[config.mk]
export PLATFORM = sky130hd
export DESIGN_NAME = cau_fifo
export DESIGN_NICKNAME = d
export VERILOG_FILES = /design/src/hdl/complex_arith_unit_assert.svh /design/src/hdl/cau_fifo.sv
export SDC_FILE = /design/constraint.sdc
export NUM_CORES = 1
export LEC_CHECK = 0
export BUFFER_PORTS_ARGS = -buffer_cell sky130_fd_sc_hd__buf_2
export CAP_MARGIN = 20
export CORE_UTILIZATION = 50
export DETAILED_ROUTE_END_ITERATION = 8
export GPL_ROUTABILITY_DRIVEN = 0
export PLACE_DENSITY = 0.72
export RECOVER_POWER = 100
export SYNTH_ARGS = -nofsm -noshare
export SYNTH_HDL_FRONTEND = slang
export SYNTH_SLANG_ARGS = --single-unit
[constraint.sdc]
create_clock -name clk -period 2.02 [get_ports clk]
set_input_delay 0.202 -clock clk [delete_from_list [all_inputs] [get_ports clk]]
set_output_delay 0.202 -clock clk [all_outputs]
set_load 0.01 [all_outputs]
[src/hdl/complex_arith_unit_assert.svh]
// assertion macros shared by the complex arithmetic unit
`ifndef COMPLEX_ARITH_UNIT_ASSERT_SVH
`define COMPLEX_ARITH_UNIT_ASSERT_SVH

// property that must hold at every clock edge out of reset
`define CAU_ASSERT(lbl, prop, msg) \
	lbl: assert property (@(posedge clk) disable iff (!arst_n) (prop)) else $error(msg);

// same-cycle implication
`define CAU_ASSERT_IMP(lbl, ante, cons, msg) \
	lbl: assert property (@(posedge clk) disable iff (!arst_n) (ante) |-> (cons)) \
		else $error(msg);

`endif

[src/hdl/cau_fifo.sv]
// small first-in first-out queue with show-ahead read
module cau_fifo #(
	parameter int W     = 8,
	parameter int DEPTH = 4
) (
	input  logic                       clk,
	input  logic                       arst_n,
	input  logic                       push,
	input  logic [W-1:0]               wdata,
	input  logic                       pop,
	output logic [W-1:0]               rdata,
	output logic                       full,
	output logic                       empty,
	output logic [$clog2(DEPTH+1)-1:0] count
);
	localparam int AW = (DEPTH > 1) ? $clog2(DEPTH) : 1;
	localparam int CW = $clog2(DEPTH+1);

	logic [W-1:0]  mem_q [DEPTH];
	logic [AW-1:0] wr_q, rd_q;
	logic [CW-1:0] cnt_q;
	logic          do_push, do_pop;

	assign full    = (cnt_q == CW'(DEPTH));
	assign empty   = (cnt_q == '0);
	assign count   = cnt_q;
	assign do_push = push && !full;
	assign do_pop  = pop && !empty;
	assign rdata   = mem_q[rd_q];

	always_ff @(posedge clk) begin
		if (do_push) begin
			mem_q[wr_q] <= wdata;
		end
	end

	always_ff @(posedge clk or negedge arst_n) begin
		if (!arst_n) begin
			wr_q  <= '0;
			rd_q  <= '0;
			cnt_q <= '0;
		end else begin
			if (do_push) begin
				wr_q <= (wr_q == AW'(DEPTH-1)) ? '0 : wr_q + AW'(1);
			end
			if (do_pop) begin
				rd_q <= (rd_q == AW'(DEPTH-1)) ? '0 : rd_q + AW'(1);
			end
			if (do_push && !do_pop) begin
				cnt_q <= cnt_q + CW'(1);
			end else if (do_pop && !do_push) begin
				cnt_q <= cnt_q - CW'(1);
			end
		end
	end
endmodule

==> key figures, run 1 <==
Status
  • Status: finished clean

Logic synthesis
  • Commonest cells post-synth: 32 x edfxtp_1, 8 x mux4_2, 7 x dfrtp_1
  • Largest cells by area after synthesis: edfxtp_1 59%, mux4_2 11%, dfrtp_1 11%
  • Synthesized area per cell: 20.5 sq um
  • Yosys warns: 0
  • Mapped Cells: 79
  • Mux cell area share after synthesis: 0.151
  • Number of synthesized flops with an enable pin: 32
  • Most common cell in the netlist: edfxtp_1
  • Unique masters post-synth: 19
  • Post-synthesis compound-gate area fraction: 0
  • Cell Area, Synth: 0.00162 sq mm
  • Dominant synthesized flop cell: edfxtp_1
  • Synth Register Bits: 39
  • Seq/Total Area, Yosys: 0.701
  • Post-synth ARST share: 0.179
  • Adder and majority cell fraction of the synthesized area: 0.0587
  • Post-Synth Simple-Gate Area: 0.0541
  • Cell taking the most area after synthesis: edfxtp_1
  • Area share of the largest cell type after synthesis: 0.593
  • Syn nets: 98
  • Largest family of logic cells by synthesized area: multiplexers
  • Synth Area in XOR/XNOR: 0.0162

Worst setup path
  • Worst R2R Setup Slack: 0.08 ns
  • Crit path launch type: flop
  • Crit path launch: count[1]
  • CP endpoint kind: flop
  • Worst reg2reg endpoint: count[1]
  • Worst Reg-to-Reg Cells: 7
  • Arr. time, crit path: 2.18 ns
  • CP required: 2.26 ns
  • Class of the most critical setup path: reg2reg
  • RR Startpoint: count[1]
  • CP Max Fanout: 4

Routing
  • Total Wirelength: 2430 um
  • First-pass iteration count of the detailed router: 3
  • DR vias/cell: 4.90
  • Wire per inst: 15.1 um
  • DRC violation count after routing: 0
  • Antenna viol nets, final: 0
  • Total number of vias: 789
  • Iter 0 DRT Violations: 14

Power and ir drop
  • Total Power: 2680 uW
  • VDD IR max: 0.000987 V
  • Pleak: 0.000714 uW
  • Power density over the cells: 1410 mW/mm^2

Min path
  • Hold path endpoint: mem_q[2][2]
  • Hold/Removal Path Class: in2reg
  • Hold_sp: wdata[2]
  • WHS Path Cells: 1

Floorplanning
  • Row Count: 20
  • I/O Pins: 25
  • Initial Util: 0.531
  • Die X-Extent: 58.9 um
  • Die Area: 0.00347 sq mm
  • Die H: 58.9 um
  • Core Area: 0.00305 sq mm

STA
  • Final Hold Violating Endpoints: 0
  • Worst slew margin: 0.697
  • Period utilization: 0.961
  • Max-slew violation count: 0
  • Post-layout min period: 1.94 ns
  • Fin Hold WS: 0.123 ns
  • Pin slew with the least headroom to its limit: 0.454 ns
  • FMAX: 0.515 GHz
  • Post-Route Skew: 0.0113 ns
  • Setup violators final: 0
  • Final setup margin: 0.0794 ns

CTS
  • CTS H-tree depth: 2
  • Clock Tree Buf Depth: 2
  • CTS root buf: clkbuf_4
  • Cts bufs inserted: 5
  • Clock tree from TritonCTS: yes
  • # clock sinks: 39
  • Skew-Pair Late Insertion Delay: 0.34 ns
  • Clock slew at reported path FFs: 0.11 ns

Placed design
  • HPWL after detailed placement: 1590 um
  • PortBufs: 24
  • Setup WS pre-CTS: 0.0553 ns

Finish
  • Fin nets: 135
  • # diodes: 0
  • Area growth from synthesis to layout: 17.6%
  • Share of layout cells above drive strength 1: 0.479

Run
  • Max Cap Viol: 0

Global routing
  • Largest net degree at the start of global routing: 13
  • Initial antenna violation count: 0
  • Total gr overflow: 0
  • GRT Util Overall: 0.159
  • Global-route wire length before repair: 3730 um
  • Vias in the first global route: 787
==> registers in the layout, summed over array words and instances, names as in the netlist <==
| register | flops |
|---|---|
| count | 3 |
| mem_q | 32 |
| rd_q | 2 |
| wr_q | 2 |
==> what timing repair did <==
item / 4_1_cts / 5_1_grt
setup buffers: 0 / 7
resized for setup: 1 / 5
pin swaps: 0 / 1
hold endpoints to repair: 7 / 0
hold buffers: 1 / 0
gates cloned: 0 / 0
endpoints found under the setup margin: 8 / 2
==> power by group <==
part | switching (uW) | total (uW) | internal (uW) | leakage [uW]
Clock | 245 | 380 | 136 | 0.0000326
Sequential | 191 | 1290 | 1100 | 0.000371
Combinational | 429 | 1010 | 582 | 0.000310
==> placed cells by master (no fill, tap or decap), types with 2 or more instances in the layout <==
cell      count
edfxtp_1     32
buf_2        15
clkbuf_1     10
mux4_2        8
buf_4         8
ha_1          5
clkbuf_4      5
and2_2        4
dfrtp_2       4
inv_1         3
mux2_2        3
nor2_1        3
dfrtp_1       3
mux2_4        2
xor2_1        2
==> critical path, cell delays in order (launching register included) <==
cell     delay, ns
dfrtp_2       0.45
buf_4         0.16
nor3b_4       0.22
nor2b_2       0.08
ha_2          0.19
inv_1         0.06
fa_1          0.41
mux2_2        0.27
==> layer usage <==
metal  part of all wire  global-route usage  up-vias  wire, um
met5                  0                   0        -         0
met4              0.016              0.0612        0        38
met3              0.043              0.0659        6       104
met2               0.52               0.266       18      1260
met1               0.42               0.180      391      1030
li1                   -                   -      374         -
==> area by class of cell <==
cell class | instances | area, sq um
Fill cell | 253 | 1150
Sequential cell | 39 | 1140
Multi-Input combinational cell | 34 | 467
Timing Repair Buffer | 33 | 179
Tap cell | 44 | 55.1
Clock buffer | 6 | 41.3
Clock inverter | 2 | 11.3
Inverter | 3 | 11.3
==> stage by stage <==
| stage | utilization | area [sq um] | instances | TNS (ns) |
|---|---|---|---|---|
| detailed placement | 0.586 | 1790 | 145 | 0 |
| finish | 0.624 | 1910 | 161 | 0 |
| floorplan | - | 1630 | 79 | 0 |
| global placement | 0.586 | 1790 | 145 | 0 |
| global route | 0.624 | 1910 | 161 | -0.00237 |
| CTS | 0.607 | 1850 | 154 | 0 |
==> kinds of logic after synthesis <==
logic type                 after synthesis
DFF                                     39
buffers and inverters                    6
xor gates and xnor gates                 3
adders and majority gates                7
muxes                                   13
and+or+nand+nor                         11
==> worst max-delay path by stage <==
| stage | end | slack [ns] |
|---|---|---|
| finish | count[1] | 0.08 |
| global route | count[2] | -0.002 |
| CTS | count[2] | 0.01 |
| detailed placement | count[2] | 0.06 |
| global placement | count[2] | 0.13 |
| floorplan | count[2] | 0.02 |
Power figures use the tool's default switching activity.
==> run 2, diff against run 1 <==
--- a/config.mk
+++ b/config.mk
@@ -5,12 +5,13 @@
 export SDC_FILE = /design/constraint.sdc
 export NUM_CORES = 1
 export LEC_CHECK = 0
+export ABC_AREA = 1
 export BUFFER_PORTS_ARGS = -buffer_cell sky130_fd_sc_hd__buf_2
 export CAP_MARGIN = 20
 export CORE_UTILIZATION = 50
 export DETAILED_ROUTE_END_ITERATION = 8
 export GPL_ROUTABILITY_DRIVEN = 0
-export PLACE_DENSITY = 0.72
+export PLACE_DENSITY = 0.71
 export RECOVER_POWER = 100
 export SYNTH_ARGS = -nofsm -noshare
 export SYNTH_HDL_FRONTEND = slang
==> key figures, run 2 <==
Finish
  • Final Instance Area: 0.00197 sq mm (was 0.00191 sq mm)
  • Commonest non-fill, non-tap cell in the layout: nand2_1 (was edfxtp_1)
  • Storage element area: 0.00114 sq mm (about the same)
  • Area growth from synthesis to layout: 11.9% (was 17.6%)
  • Finished Layout Cells: 235 (was 161)
  • Share of layout cells above drive strength 1: 0.0741 (was 0.479)
  • Fin nets: 207 (was 135)
  • Most frequent cells in the layout: 38 x nand2_1, 32 x edfxtp_1, 31 x inv_1 (was 32 x edfxtp_1, 15 x buf_2, 10 x clkbuf_1)
  • Largest reg by FF count: mem_q (unchanged)
  • Fill cell count: 321 (was 253)
  • # diodes: 0 (unchanged)
  • Area of the multi-input gates: 442 sq um (was 467 sq um)
  • Util after Layout: 0.586 (was 0.624)
  • Max reg flops: 32 (unchanged)

Logic synthesis
  • Seq/Total Area, Yosys: 0.646 (was 0.701)
  • Number of synthesized flops with an enable pin: 32 (unchanged)
  • Commonest cells post-synth: 38 x nand2_1, 32 x edfxtp_1, 31 x inv_1 (was 32 x edfxtp_1, 8 x mux4_2, 7 x dfrtp_1)
  • Most common cell in the netlist: nand2_1 (was edfxtp_1)
  • Dominant synthesized flop cell: edfxtp_1 (unchanged)
  • Synthesized area per cell: 11.4 sq um (was 20.5 sq um)
  • Cell Area, Synth: 0.00176 sq mm (was 0.00162 sq mm)
  • Post-synth ARST share: 0.179 (unchanged)
  • Cell taking the most area after synthesis: edfxtp_1 (unchanged)
  • Yosys warns: 0 (unchanged)
  • Area share of the largest cell type after synthesis: 0.546 (was 0.593)
  • Synth Register Bits: 39 (unchanged)
  • Mapped Cells: 154 (was 79)
  • Unique masters post-synth: 16 (was 19)
  • Largest cells by area after synthesis: edfxtp_1 55%, dfrtp_1 10%, nand2_1 8.1% (was edfxtp_1 59%, mux4_2 11%, dfrtp_1 11%)
  • Syn nets: 173 (was 98)

Worst setup path
  • CP Max Fanout: 4 (unchanged)
  • CP required: 2.26 ns (about the same)
  • Class of the most critical setup path: reg2reg (unchanged)
  • Worst R2R Setup Slack: 0.14 ns (was 0.08 ns)
  • CP endpoint kind: flop (unchanged)
  • Arr. time, crit path: 2.11 ns (was 2.18 ns)
  • Crit path launch type: flop (unchanged)

Global routing
  • Total gr overflow: 0 (unchanged)
  • Vias in the first global route: 1079 (was 787)
  • Largest net degree at the start of global routing: 36 (was 13)
  • GRT Util Overall: 0.186 (was 0.159)
  • Initial antenna violation count: 0 (unchanged)
  • Global-route wire length before repair: 4770 um (was 3730 um)

CTS
  • Cts bufs inserted: 5 (unchanged)
  • Clock slew at reported path FFs: 0.11 ns (about the same)
  • CTS H-tree depth: 2 (unchanged)
  • CTS root buf: clkbuf_4 (unchanged)
  • Clock Tree Buf Depth: 2 (unchanged)
  • Clock tree from TritonCTS: yes (unchanged)
  • # clock sinks: 39 (unchanged)
  • Post-CTS sizing: 0 (was 1)
  • Skew-Pair Late Insertion Delay: 0.33 ns (was 0.34 ns)

Routing
  • Total number of vias: 1101 (was 789)
  • Antenna viol nets, final: 0 (unchanged)
  • Iter 0 DRT Violations: 29 (was 14)
  • DRC violation count after routing: 0 (unchanged)
  • Total Wirelength: 2990 um (was 2430 um)
  • First-pass iteration count of the detailed router: 4 (was 3)
  • DR vias/cell: 4.69 (was 4.90)
  • Wire per inst: 12.7 um (was 15.1 um)

Placed design
  • Setup WS pre-CTS: 0.161 ns (was 0.0553 ns)
  • PortBufs: 24 (unchanged)
  • Dpl cell area: 0.00193 sq mm (was 0.00179 sq mm)
  • Placed insts: 225 (was 145)
  • HPWL after detailed placement: 2070 um (was 1590 um)

Floorplanning
  • Core Area: 0.00336 sq mm (was 0.00305 sq mm)
  • Die H: 61.3 um (was 58.9 um)
  • Die X-Extent: 61.3 um (was 58.9 um)
  • I/O Pins: 25 (unchanged)
  • Die Area: 0.00376 sq mm (was 0.00347 sq mm)
  • Row Count: 21 (was 20)
  • Initial Util: 0.523 (was 0.531)

STA
  • Period utilization: 0.929 (was 0.961)
  • Final setup margin: 0.143 ns (was 0.0794 ns)
  • Worst slew margin: 0.631 (was 0.697)
  • RSZ-0062 raised after global routing: no
  • TNS Setup: 0 ns (unchanged)
  • Setup violators final: 0 (unchanged)
  • Max-slew violation count: 0 (unchanged)
  • Post-layout min period: 1.88 ns (was 1.94 ns)
  • Final Hold Violating Endpoints: 0 (unchanged)
  • Pin slew with the least headroom to its limit: 0.553 ns (was 0.454 ns)
  • Post-Route Skew: 0.00501 ns (was 0.0113 ns)
  • FMAX: 0.533 GHz (was 0.515 GHz)

Power and ir drop
  • Pleak: 0.000842 uW (was 0.000714 uW)
  • Power density over the cells: 1400 mW/mm^2 (was 1410 mW/mm^2)
  • VDD IR max: 0.000631 V (was 0.000987 V)

Run
  • Max Cap Viol: 0 (unchanged)

Status
  • Status: finished clean (unchanged)

Min path
  • Hold/Removal Path Class: in2reg (unchanged)
run 2: changes by cell type after synthesis, moves of 3 or more:
cell,delta
and2_2,-4
buf_6,+4
inv_1,+28
mux2_2,-3
mux4_2,-8
nand2_1,+38
nand3_1,+7
nor2_1,+3
o211ai_1,+15
run 2: repair_timing:
item	CTS	global route
hold buffers	1	0
hold endpoints to repair	7	0
endpoints found under the setup margin	0	1
buffers inserted	0	1
run 2: worst paths after layout:
| path | start | end | depth (start not counted) |
|---|---|---|---|
| hold reg to reg | count[2] | count[2] | 2 |
| max in group asynchronous | arst_n | rd_q[1] | 2 |
| min in group asynchronous | arst_n | count[1] | 2 |
| hold / removal | wdata[2] | mem_q[0][2] | 1 |
| setup / recovery | count[0] | count[2] | 10 |
| setup reg to reg | count[0] | count[2] | 10 |
run 2: per-stage QoR:
step / hold slack [ns] / total power, uW
after CTS: 0.0626 / 2850
after global placement: 0.0406 / 2280
after floorplan: -0.0936 / 2020
after detailed placement: 0.0404 / 2360
final: 0.122 / 2760
after global routing: 0.103 / 3010
run 2: report_power, final:
part	leakage, uW	total (uW)	switching, uW	internal, uW
clock	0.0000426	492	237	255
combinational	0.000421	1090	712	378
sequential	0.000378	1170	94.6	1080
total	0.000842	2760	1040	1710
run 2: worst max-delay path, stage by stage (launching register included):
cell,delay (ns)
dfrtp_1,0.46
inv_2,0.08
nand3_1,0.14
nand2_1,0.16
ha_1,0.19
inv_1,0.07
fa_1,0.39
nand2_1,0.11
nand3_1,0.08
nand2_1,0.06
nand2_1,0.04
run 2: kinds of logic (layout without fill, tap and decap cells):
logic type / count (synthesis) / after routing / synth area share
xor gates and xnor gates: 1 / 1 / 0.00498
DFF: 39 / 39 / 0.646
AOI/OAI and AO/OA: 17 / 17 / 0.0740
adders and majority gates: 7 / 7 / 0.0541
and+or+nand+nor: 53 / 53 / 0.121
buffers and inverters: 37 / 72 / 0.100
run 2: area by class of cell:
class | count | share of cell area
clock buffers | 5 | 0.0191
flip-flops and latches | 39 | 0.577
inverters | 32 | 0.0610
well taps | 46 | 0.0292
multi-input cells | 78 | 0.224
repair buffers | 32 | 0.0699
clock inverters | 3 | 0.0197
run 2: per-layer routing:
metal,GRT usage,vias up,part of all wire
li1,-,573,-
met3,0.0462,6,0.040
met1,0.223,498,0.44
met5,0,-,0
met4,0.0844,0,0.013
met2,0.317,24,0.51
