## src/hdl/complex_arith_unit_assert.svh

```systemverilog
// assertion macros shared by the complex arithmetic unit
`ifndef COMPLEX_ARITH_UNIT_ASSERT_SVH
`define COMPLEX_ARITH_UNIT_ASSERT_SVH

// property that must hold at every clock edge out of reset
`define CAU_ASSERT(lbl, prop, msg) \
	lbl: assert property (@(posedge clk) disable iff (!arst_n) (prop)) else $error(msg);

// same-cycle implication
`define CAU_ASSERT_IMP(lbl, ante, cons, msg) \
	lbl: assert property (@(posedge clk) disable iff (!arst_n) (ante) |-> (cons)) \
		else $error(msg);

`endif

```

## src/hdl/cau_pkg.sv

```systemverilog
// shared types and constants of the complex arithmetic unit
package cau_pkg;
	localparam int DATA_WIDTH_DEF = 16;
	localparam int FRAC_BITS_DEF  = 12;
	localparam int MID_DEPTH      = 4;

	typedef enum logic [1:0] {
		CMD_ADD = 2'd0,
		CMD_SUB = 2'd1,
		CMD_MUL = 2'd2,
		CMD_DIV = 2'd3
	} cmd_t;

	typedef enum logic [1:0] {
		ST_OK   = 2'd0,
		ST_SAT  = 2'd1,
		ST_DIVZ = 2'd2
	} status_t;

	typedef struct packed {
		cmd_t cmd;
		logic equal;
		logic div_zero;
	} ctl_t;

	localparam int CTL_W = $bits(ctl_t);
endpackage

```

## src/hdl/cau_front.sv

```systemverilog
// front end: classifies a word and settles add, subtract, equality and zero divisor
module cau_front #(
	parameter int DW = cau_pkg::DATA_WIDTH_DEF
) (
	input  logic [1:0]           command,
	input  logic signed [DW-1:0] a_re,
	input  logic signed [DW-1:0] a_im,
	input  logic signed [DW-1:0] b_re,
	input  logic signed [DW-1:0] b_im,
	output cau_pkg::ctl_t        ctl,
	output logic [DW-1:0]        as_re,
	output logic [DW-1:0]        as_im,
	output logic                 as_sat
);
	import cau_pkg::*;

	logic signed [DW:0] s_re, s_im;
	logic               sat_re, sat_im;
	logic [DW-1:0]      max_v, min_v;

	assign max_v = {1'b0, {(DW-1){1'b1}}};
	assign min_v = {1'b1, {(DW-1){1'b0}}};

	always_comb begin
		if (cmd_t'(command) == CMD_SUB) begin
			s_re = $signed({a_re[DW-1], a_re}) - $signed({b_re[DW-1], b_re});
			s_im = $signed({a_im[DW-1], a_im}) - $signed({b_im[DW-1], b_im});
		end else begin
			s_re = $signed({a_re[DW-1], a_re}) + $signed({b_re[DW-1], b_re});
			s_im = $signed({a_im[DW-1], a_im}) + $signed({b_im[DW-1], b_im});
		end
	end

	// overflow when the two top bits of the grown sum differ
	assign sat_re = s_re[DW] != s_re[DW-1];
	assign sat_im = s_im[DW] != s_im[DW-1];
	assign as_re  = sat_re ? (s_re[DW] ? min_v : max_v) : s_re[DW-1:0];
	assign as_im  = sat_im ? (s_im[DW] ? min_v : max_v) : s_im[DW-1:0];
	assign as_sat = sat_re || sat_im;

	assign ctl.cmd      = cmd_t'(command);
	assign ctl.equal    = (a_re == b_re) && (a_im == b_im);
	assign ctl.div_zero = (b_re == '0) && (b_im == '0);
endmodule

```

## config.mk

```make
export PLATFORM = sky130hd
export DESIGN_NAME = cau_front
export DESIGN_NICKNAME = d
export VERILOG_FILES = /design/src/hdl/complex_arith_unit_assert.svh /design/src/hdl/cau_pkg.sv /design/src/hdl/cau_front.sv
export SDC_FILE = /design/constraint.sdc
export NUM_CORES = 1
export LEC_CHECK = 0
export ABC_AREA = 1
export CAP_MARGIN = 20
export CORE_ASPECT_RATIO = 1.1
export CORE_MARGIN = 2
export CORE_UTILIZATION = 35
export DETAILED_ROUTE_END_ITERATION = 8
export DONT_BUFFER_PORTS = 1
export PLACE_DENSITY = 0.46
export SYNTH_ARGS = -nofsm -noshare
export SYNTH_HDL_FRONTEND = slang
export SYNTH_SLANG_ARGS = --single-unit
```

## constraint.sdc

```tcl
create_clock -name vclk -period 2.8
set_input_delay 0 -clock vclk [all_inputs]
set_output_delay 0 -clock vclk [all_outputs]
set_load 0.005 [all_outputs]
```

==> results.ini, run 1 <==
[outcome]
status=completed

[floorplanning]
io_pins=103
initial_utilization_pct=35.3
coreArea_um2=12500
die_area_um2=13500
die_x_um=111
die-height_um=122
rows=43

[sta]
tns_ns=0
post-route-worst-setup-slack_ns=0.686
max_freq_mhz=473
worst_pin_slew_ns=0.754
fin_crit_ns=2.11
rsz0062_at_grt=no
maxSlewViolCount=0
fin_crit_sh_pct=75.5
relSlewSlack_pct=49.2
holdWs_ns=0.0000706
hold_viol=0
finalSetupViolCount=0

[route]
wirelength_um=14600
drt_iter0_markers=211
vias=4915
dr.pass1.iters=4
via_per_inst=4.99
wire_per_inst_um=14.8
final_antenna_net_count=0
drc=0

[job]
maxCapViolCount=0

[setup_path]
worst_setup_path_end_kind=output pin
startpoint_type=input pin
path_cells=inv_1, ha_1, inv_1, nor3_2, and2_1, nand2_1, nand2_1, nand2_1, nand3_2, nand2_4, nand2_2, inv_1, nor2_1, nand2_1
cp.arrival_ns=2.11
crit_type=in -> out
cp.required_ns=2.80
cpMostUsedCell=nand2_1
critPathMaxFanout=14
critPathSlowestCell=ha_1
max_stage_delay_ns=0.48

[finish]
nets=964
seq_cell_count=0
mostFrequentLayoutCells=nand2_1 (311), inv_1 (137), nor2_1 (69), ha_1 (64), nand3_1 (53)
final_common_cell=nand2_1
final_core_util_pct=35.8
clock_buffers=0
stdcell_count=985
areaGrowthSynthToFinish_pct=1.39
regArea_um2=0
drive_gt1_share_pct=5.56
n_antenna_cell=0
fin_area_um2=4470

[grt]
grt_pass1_wl_um=23600
grt_pass1_vias=4998
gr-usage-all-layers_pct=21.0
antenna_found_initial=0
gr-total-overflow=0
grt_start_max_net_pins=26

[place]
gp_congestion=0.882
dpl_cell_area_um2=4470
dp_cells=985
numPortBuffers=0
dp_slack_ns=0.664
hpwlAfterDp_um=12700

[pwr]
power_switching_uw=736
power.internal_uw=340
p_leak_nw=2.74
powerDensity_nw_per_um2=241
ir_worst_vdd_v=0.0000721
power_frac_comb_pct=100.0
p_seq_share_pct=0
total_power_mw=1.08
p_sw_share_pct=68.4
p_clk_share_pct=0

[yosys]
synth.avg_cell_area_um2=5.20
synth.distinct_cells=30
yosysSeqAreaShare_pct=0
syn_area_um2=4410
syn_nets=983
yosys_warnings=0
synthCells=849

[cts]
cts_resized=0
cts_hold_buf=0
cts_setup_buffers=0

[worst_hold_path]
worstHoldPathType=in -> out

final cells by class:
cell class | instances | area, µm²
fillers | 1489 | 8010
inverters | 151 | 567
repair buffers | 3 | 22.5
well taps | 157 | 196
multi-input cells | 674 | 3690
logic make-up (layout without fill, tap and decap cells):
logic type	Yosys count	after routing	share of synthesized area (%)
AOI/OAI and AO/OA	85	85	10.6
xor gates and xnor gates	26	26	5.16
adders and majority gates	68	68	20.0
buffers and inverters	175	154	16.4
and+or+nand+nor	495	495	47.8
cells in the mapped netlist:
library cell,count,share of area [%]
a21o_1,1,0.17
a21oi_1,48,5.4
a21oi_2,1,0.20
and2_1,9,1.3
buf_2,12,1.4
buf_4,6,1.0
buf_6,4,1.0
clkbuf_1,2,0.17
fa_1,4,1.8
ha_1,64,18
inv_1,137,12
inv_2,14,1.2
nand2_1,311,26
nand2_2,16,2.3
nand2_4,2,0.51
nand3_1,53,6.0
nand3_2,2,0.45
nand3b_1,2,0.34
nand4_1,8,1.1
nor2_1,69,5.9
nor2_2,4,0.57
nor2_4,2,0.51
nor3_1,6,0.68
nor3_2,2,0.45
nor4_1,9,1.3
o211ai_1,4,0.68
o21ai_0,19,2.2
o21ai_1,1,0.11
o21bai_1,11,1.9
xor2_1,26,5.2
worst paths after layout:
check,depth (start not counted),slack (ns),start,end
worst max-delay path,14,0.69,b_re[14],as_sat
worst min-delay path,0,0.00007,command[1],ctl[3]
per-layer routing:
layer	wire length [µm]	vias up	share of wire (%)	GRT usage, %
met5	0	-	0	0
met4	484	0	3.3	5.86
met3	515	25	3.5	1.19
met2	7760	108	53	43.1
met1	5830	2215	40	23.3
li1	-	2567	-	-
power by group through the flow:
stage,logic (mW),registers [mW],clock network [mW]
after floorplan,0.859,0,0
after global placement,1.08,0,0
after detailed placement,1.08,0,0
after CTS,1.09,0,0
after global routing,1.23,0,0
final,1.08,0,0
worst max-delay path: cells and delay by family:
family	cells	cell delay, ns
and+or+nand+nor	10	1.34
buffers and inverters	3	0.30
adders and majority gates	1	0.48
Note: power is estimated with default switching activity, not from simulation.
==> inputs of run 2 (changes only) <==
PLACE_DENSITY = 0.48   (was 0.46)
clock period = 1.7 ns   (was 2.8 ns; I/O delays follow)
==> results.ini, run 2 (same netlist as run 1, synthesis figures left out) <==
[route]
drc=0  ; unchanged
vias=5436  ; was 4915
wirelength_um=15800  ; was 14600 µm
via_per_inst=4.80  ; was 4.99
dr.pass1.iters=4  ; unchanged
drt_iter0_markers=239  ; was 211
wire_per_inst_um=13.9  ; was 14.8 µm
final_antenna_net_count=0  ; unchanged

[floorplanning]
initial_utilization_pct=35.3  ; unchanged
die-height_um=122  ; unchanged
rows=43  ; unchanged
die_x_um=111  ; unchanged
die_area_um2=13500  ; unchanged
io_pins=103  ; unchanged
coreArea_um2=12500  ; unchanged

[finish]
final_common_cell=nand2_1  ; unchanged
drive_gt1_share_pct=32.2  ; was 5.56%
fin_area_um2=6410  ; was 4470 µm²
areaGrowthSynthToFinish_pct=45.2  ; was 1.39%
final_core_util_pct=51.3  ; was 35.8%
clock_buffers=0  ; unchanged
nets=1112  ; was 964
n_antenna_cell=0  ; unchanged
seq_cell_count=0  ; unchanged
mostFrequentLayoutCells=nand2_1 (272), buf_4 (139), inv_1 (127), nor2_1 (58), nand3_1 (48)  ; was nand2_1 (311), inv_1 (137), nor2_1 (69), ha_1 (64), nand3_1 (53)
regArea_um2=0  ; unchanged

[grt]
gr-usage-all-layers_pct=21.9  ; was 21.0%
grt_pass1_vias=5329  ; was 4998
gr-total-overflow=0  ; unchanged
antenna_found_initial=0  ; unchanged
grt_start_max_net_pins=25  ; was 26
grt_pass1_wl_um=24400  ; was 23600 µm

[sta]
fin_crit_ns=1.62
max_freq_mhz=616
post-route-worst-setup-slack_ns=0.0761  ; was 0.686 ns
maxSlewViolCount=0  ; unchanged
worst_pin_slew_ns=0.441  ; was 0.754 ns
hold_viol=0  ; unchanged
fin_crit_sh_pct=95.5
finalSetupViolCount=0  ; unchanged
relSlewSlack_pct=70.4  ; was 49.2%
rsz0062_at_grt=yes  ; was no

[place]
gp_congestion=0.908  ; was 0.882
dp_slack_ns=-0.197  ; was 0.664 ns
dpl_cell_area_um2=5510  ; was 4470 µm²
numPortBuffers=0  ; unchanged
hpwlAfterDp_um=13200  ; was 12700 µm

[job]
maxCapViolCount=0  ; unchanged

[pwr]
ir_worst_vdd_v=0.000259  ; was 0.0000721 V
powerDensity_nw_per_um2=424  ; was 241 nW/µm²
power_switching_mw=1.49  ; was 736 µW
p_clk_share_pct=0  ; about the same
p_seq_share_pct=0  ; about the same
p_leak_nw=3.55  ; was 2.74 nW
power_frac_comb_pct=100.0  ; about the same
p_sw_share_pct=55.0  ; was 68.4%
power.internal_mw=1.22  ; was 340 µW

[worst_hold_path]
worstHoldPathType=in -> out  ; unchanged
hp-start=command[1]  ; unchanged

[setup_path]
critPathMaxFanout=5  ; was 14
startpoint_type=input pin  ; unchanged
critPathLaunch=b_im[12]  ; was b_re[14]
cp.required_ns=1.70  ; was 2.80 ns
worst_setup_path_end_kind=output pin  ; unchanged
cp.arrival_ns=1.62  ; was 2.11 ns
crit_type=in -> out  ; unchanged

[cts]
cts_hold_buf=0  ; unchanged

[outcome]
status=completed  ; unchanged

-- run 2: cell types whose count changed in the layout (fill, tap and decap cells not counted), moves of 12 or more --
cell	delta
ha_1	-32
a21oi_2	+12
ha_4	+29
nand2_1	-39
nand2_2	+28
a21oi_1	-12
buf_4	+136
-- run 2: path summary, 6_finish.rpt --
check  depth (start not counted)  endpoint
max                           15    as_sat
min                            0    ctl[3]
-- run 2: timing repair --
item,in CTS,in global routing
setup endpoints to repair,31,32
gates resized for setup,36,144
gates cloned,0,1
setup buffers,3,10
pin swaps,12,35
-- run 2: metal layers --
metal / vias up / global-route usage [%] / share of wire (%)
met5: - / 0 / 0
met4: 0 / 4.63 / 2.2
met3: 18 / 0.498 / 2.2
met2: 89 / 46.1 / 55
met1: 2449 / 24.4 / 41
li1: 2880 / - / -
-- run 2: through the flow --
step	hold WS, ns	setup TNS [ns]	std cells	power [mW]
6_report	0.0000208	0	1133	2.72
3_5_place_dp	0.0000501	-4.20	1120	2.24
5_1_grt	0.0000596	-0.862	1133	2.99
4_1_cts	0.0000496	-0.0670	1122	2.33
2_1_floorplan	0.0808	0	849	1.42
3_3_place_gp	0.0000487	-4.10	1120	2.24
-- run 2: final cells by class --
class,instances,area [µm²]
Tap cell,157,196
Inverter,151,593
Timing Repair Buffer,150,1220
Fill cell,1349,6080
Multi-Input combinational cell,675,4400
-- run 2: worst max-delay path, stage by stage --
cell,delay [ns]
inv_1,0.07
ha_4,0.23
inv_2,0.07
nand2_2,0.06
nor3_2,0.25
and2_4,0.18
nand2_2,0.05
nand2_1,0.05
nand2_1,0.07
nand3_2,0.07
nand2_4,0.10
nor2_4,0.20
buf_6,0.13
nor2_4,0.03
nand2_2,0.06
-- run 2: power by group through the flow --
stage	clock network, mW	registers [mW]	logic, mW
after floorplan	0	0	1.42
after global placement	0	0	2.24
after detailed placement	0	0	2.24
after CTS	0	0	2.33
after global routing	0	0	2.99
final	0	0	2.72
==> inputs of run 3 (changes only) <==
BUFFER_PORTS_ARGS = -buffer_cell sky130_fd_sc_hd__buf_2   (was not set)
DONT_BUFFER_PORTS = not set   (was 1)
PLACE_DENSITY = 0.55   (was 0.48)
==> results.ini, run 3 (same netlist as run 1, synthesis figures left out) <==
[pwr]
powerDensity_nw_per_um2=437  ; was 424 nW/µm²
ir_worst_vdd_v=0.000296  ; was 0.000259 V
total_power_mw=3.47  ; was 2.72 mW
p_leak_nw=4.45  ; was 3.55 nW

[finish]
num-fill-cells=1190  ; was 1349
seq_cell_count=0  ; unchanged
fin_area_um2=7940  ; was 6410 µm²
regArea_um2=0  ; unchanged
n_antenna_cell=0  ; unchanged
mostFrequentLayoutCells=nand2_1 (239), buf_4 (224), inv_1 (114), buf_2 (92), nand2_2 (71)  ; was nand2_1 (272), buf_4 (139), inv_1 (127), nor2_1 (58), nand3_1 (48)
clock_buffers=0  ; unchanged
final_common_cell=nand2_1  ; unchanged
final_core_util_pct=63.6  ; was 51.3%
drive_gt1_share_pct=49.4  ; was 32.2%
areaGrowthSynthToFinish_pct=80.0  ; was 45.2%
nets=1303  ; was 1112

[sta]
fin_crit_ns=1.86  ; was 1.62 ns
tns_ns=-3.59  ; was 0 ns
post-route-worst-setup-slack_ns=-0.156  ; was 0.0761 ns
fin_crit_sh_pct=109  ; was 95.5%
hold_viol=0  ; unchanged
worst_pin_slew_ns=0.423  ; was 0.441 ns
maxSlewViolCount=0  ; unchanged
max_freq_mhz=539  ; was 616 MHz
relSlewSlack_pct=71.6  ; was 70.4%
finalSetupViolCount=32  ; was 0
rsz0062_at_grt=yes  ; unchanged

[place]
dp_slack_ns=-0.300  ; was -0.197 ns
gp_congestion=0.973  ; was 0.908
numPortBuffers=103  ; was 0
dpl_cell_area_um2=6660  ; was 5510 µm²
hpwlAfterDp_um=13400  ; was 13200 µm

[setup_path]
worst_setup_path_end_kind=output pin  ; unchanged
cp.required_ns=1.70  ; about the same
critPathSlowestCell=fa_2  ; was nor3_2
max_stage_delay_ns=0.34  ; was 0.25 ns
crit_type=in -> out  ; unchanged
cp.arrival_ns=1.86  ; was 1.62 ns
critPathMaxFanout=8  ; was 5
cpMostUsedCell=nand2_2  ; unchanged
startpoint_type=input pin  ; unchanged
path_cells=buf_8, ha_4, inv_2, fa_2, inv_2, nand3_2, nand2_2, nand2_2, nand2_2, nand2_2, nand2_1, nand2_1, nand3_2, nand2_4, buf_8, nand2_8, inv_2, nor2_2, nand2_1, buf_2  ; was inv_1, ha_4, inv_2, nand2_2, nor3_2, and2_4, nand2_2, nand2_1, nand2_1, nand3_2, nand2_4, nor2_4, buf_6, nor2_4, nand2_2

[floorplanning]
io_pins=103  ; unchanged
die-height_um=122  ; unchanged
initial_utilization_pct=35.3  ; unchanged
coreArea_um2=12500  ; unchanged
die_x_um=111  ; unchanged
rows=43  ; unchanged
die_area_um2=13500  ; unchanged

[route]
wire_per_inst_um=13.0  ; was 13.9 µm
via_per_inst=4.76  ; was 4.80
wirelength_um=17200  ; was 15800 µm
drt_iter0_markers=272  ; was 239
dr.pass1.iters=5  ; was 4
drc=0  ; unchanged
vias=6300  ; was 5436
final_antenna_net_count=0  ; unchanged

[grt]
grt_pass1_wl_um=26400  ; was 24400 µm
antenna_found_initial=0  ; unchanged
gr-usage-all-layers_pct=23.4  ; was 21.9%
grt_pass1_vias=5990  ; was 5329
gr-total-overflow=0  ; unchanged
grt_start_max_net_pins=23  ; was 25

[worst_hold_path]
worstHoldPathType=in -> out  ; unchanged

[outcome]
status=finished, violations left  ; was completed
violations=setup timing

[job]
maxCapViolCount=0  ; unchanged

[cts]
cts_hold_buf=0  ; unchanged

## run 3: report_power, final
group | switching, mW | internal [mW]
clock | 0 | 0
sequential | 0 | 0
combinational | 1.79 | 1.69
## run 3: what timing repair did
action / CTS / global route
setup buffers: 10 / 10
pin swaps: 46 / 65
gates cloned: 2 / 0
setup endpoints to repair: 32 / 33
gates resized for setup: 117 / 166
## run 3: routing by layer
metal / GRT usage, % / vias up / part of all wire [%]
li1: - / 3260 / -
met1: 26.4 / 2857 / 40
met2: 47.5 / 143 / 54
met3: 0.697 / 40 / 2.5
met4: 7.33 / 0 / 3.3
met5: 0 / - / 0
## run 3: path summary, 6_finish.rpt
kind,startpoint,to,cells past startpoint
max,b_im[0],as_sat,20
min,command[1],ctl[3],2
## run 3: metrics by stage
| step | hold WS, ns | std cells |
|---|---|---|
| final | 0.183 | 1324 |
| after detailed placement | 0.184 | 1305 |
| after global placement | 0.181 | 1305 |
| after floorplan | 0.0808 | 849 |
| after global routing | 0.197 | 1324 |
| after CTS | 0.184 | 1316 |
## run 3: final cells by class
type	instances	area, µm²	share of cell area [%]
well taps	157	196	2.47
repair buffers	341	2480	31.3
inverters	151	589	7.42
multi-input cells	675	4670	58.8
## run 3: worst max-delay path, delay by kind of cell
family / cells / cell delay (ns)
buf+inv: 6 / 0.49
simple gates: 12 / 0.89
fa+ha+maj: 2 / 0.48
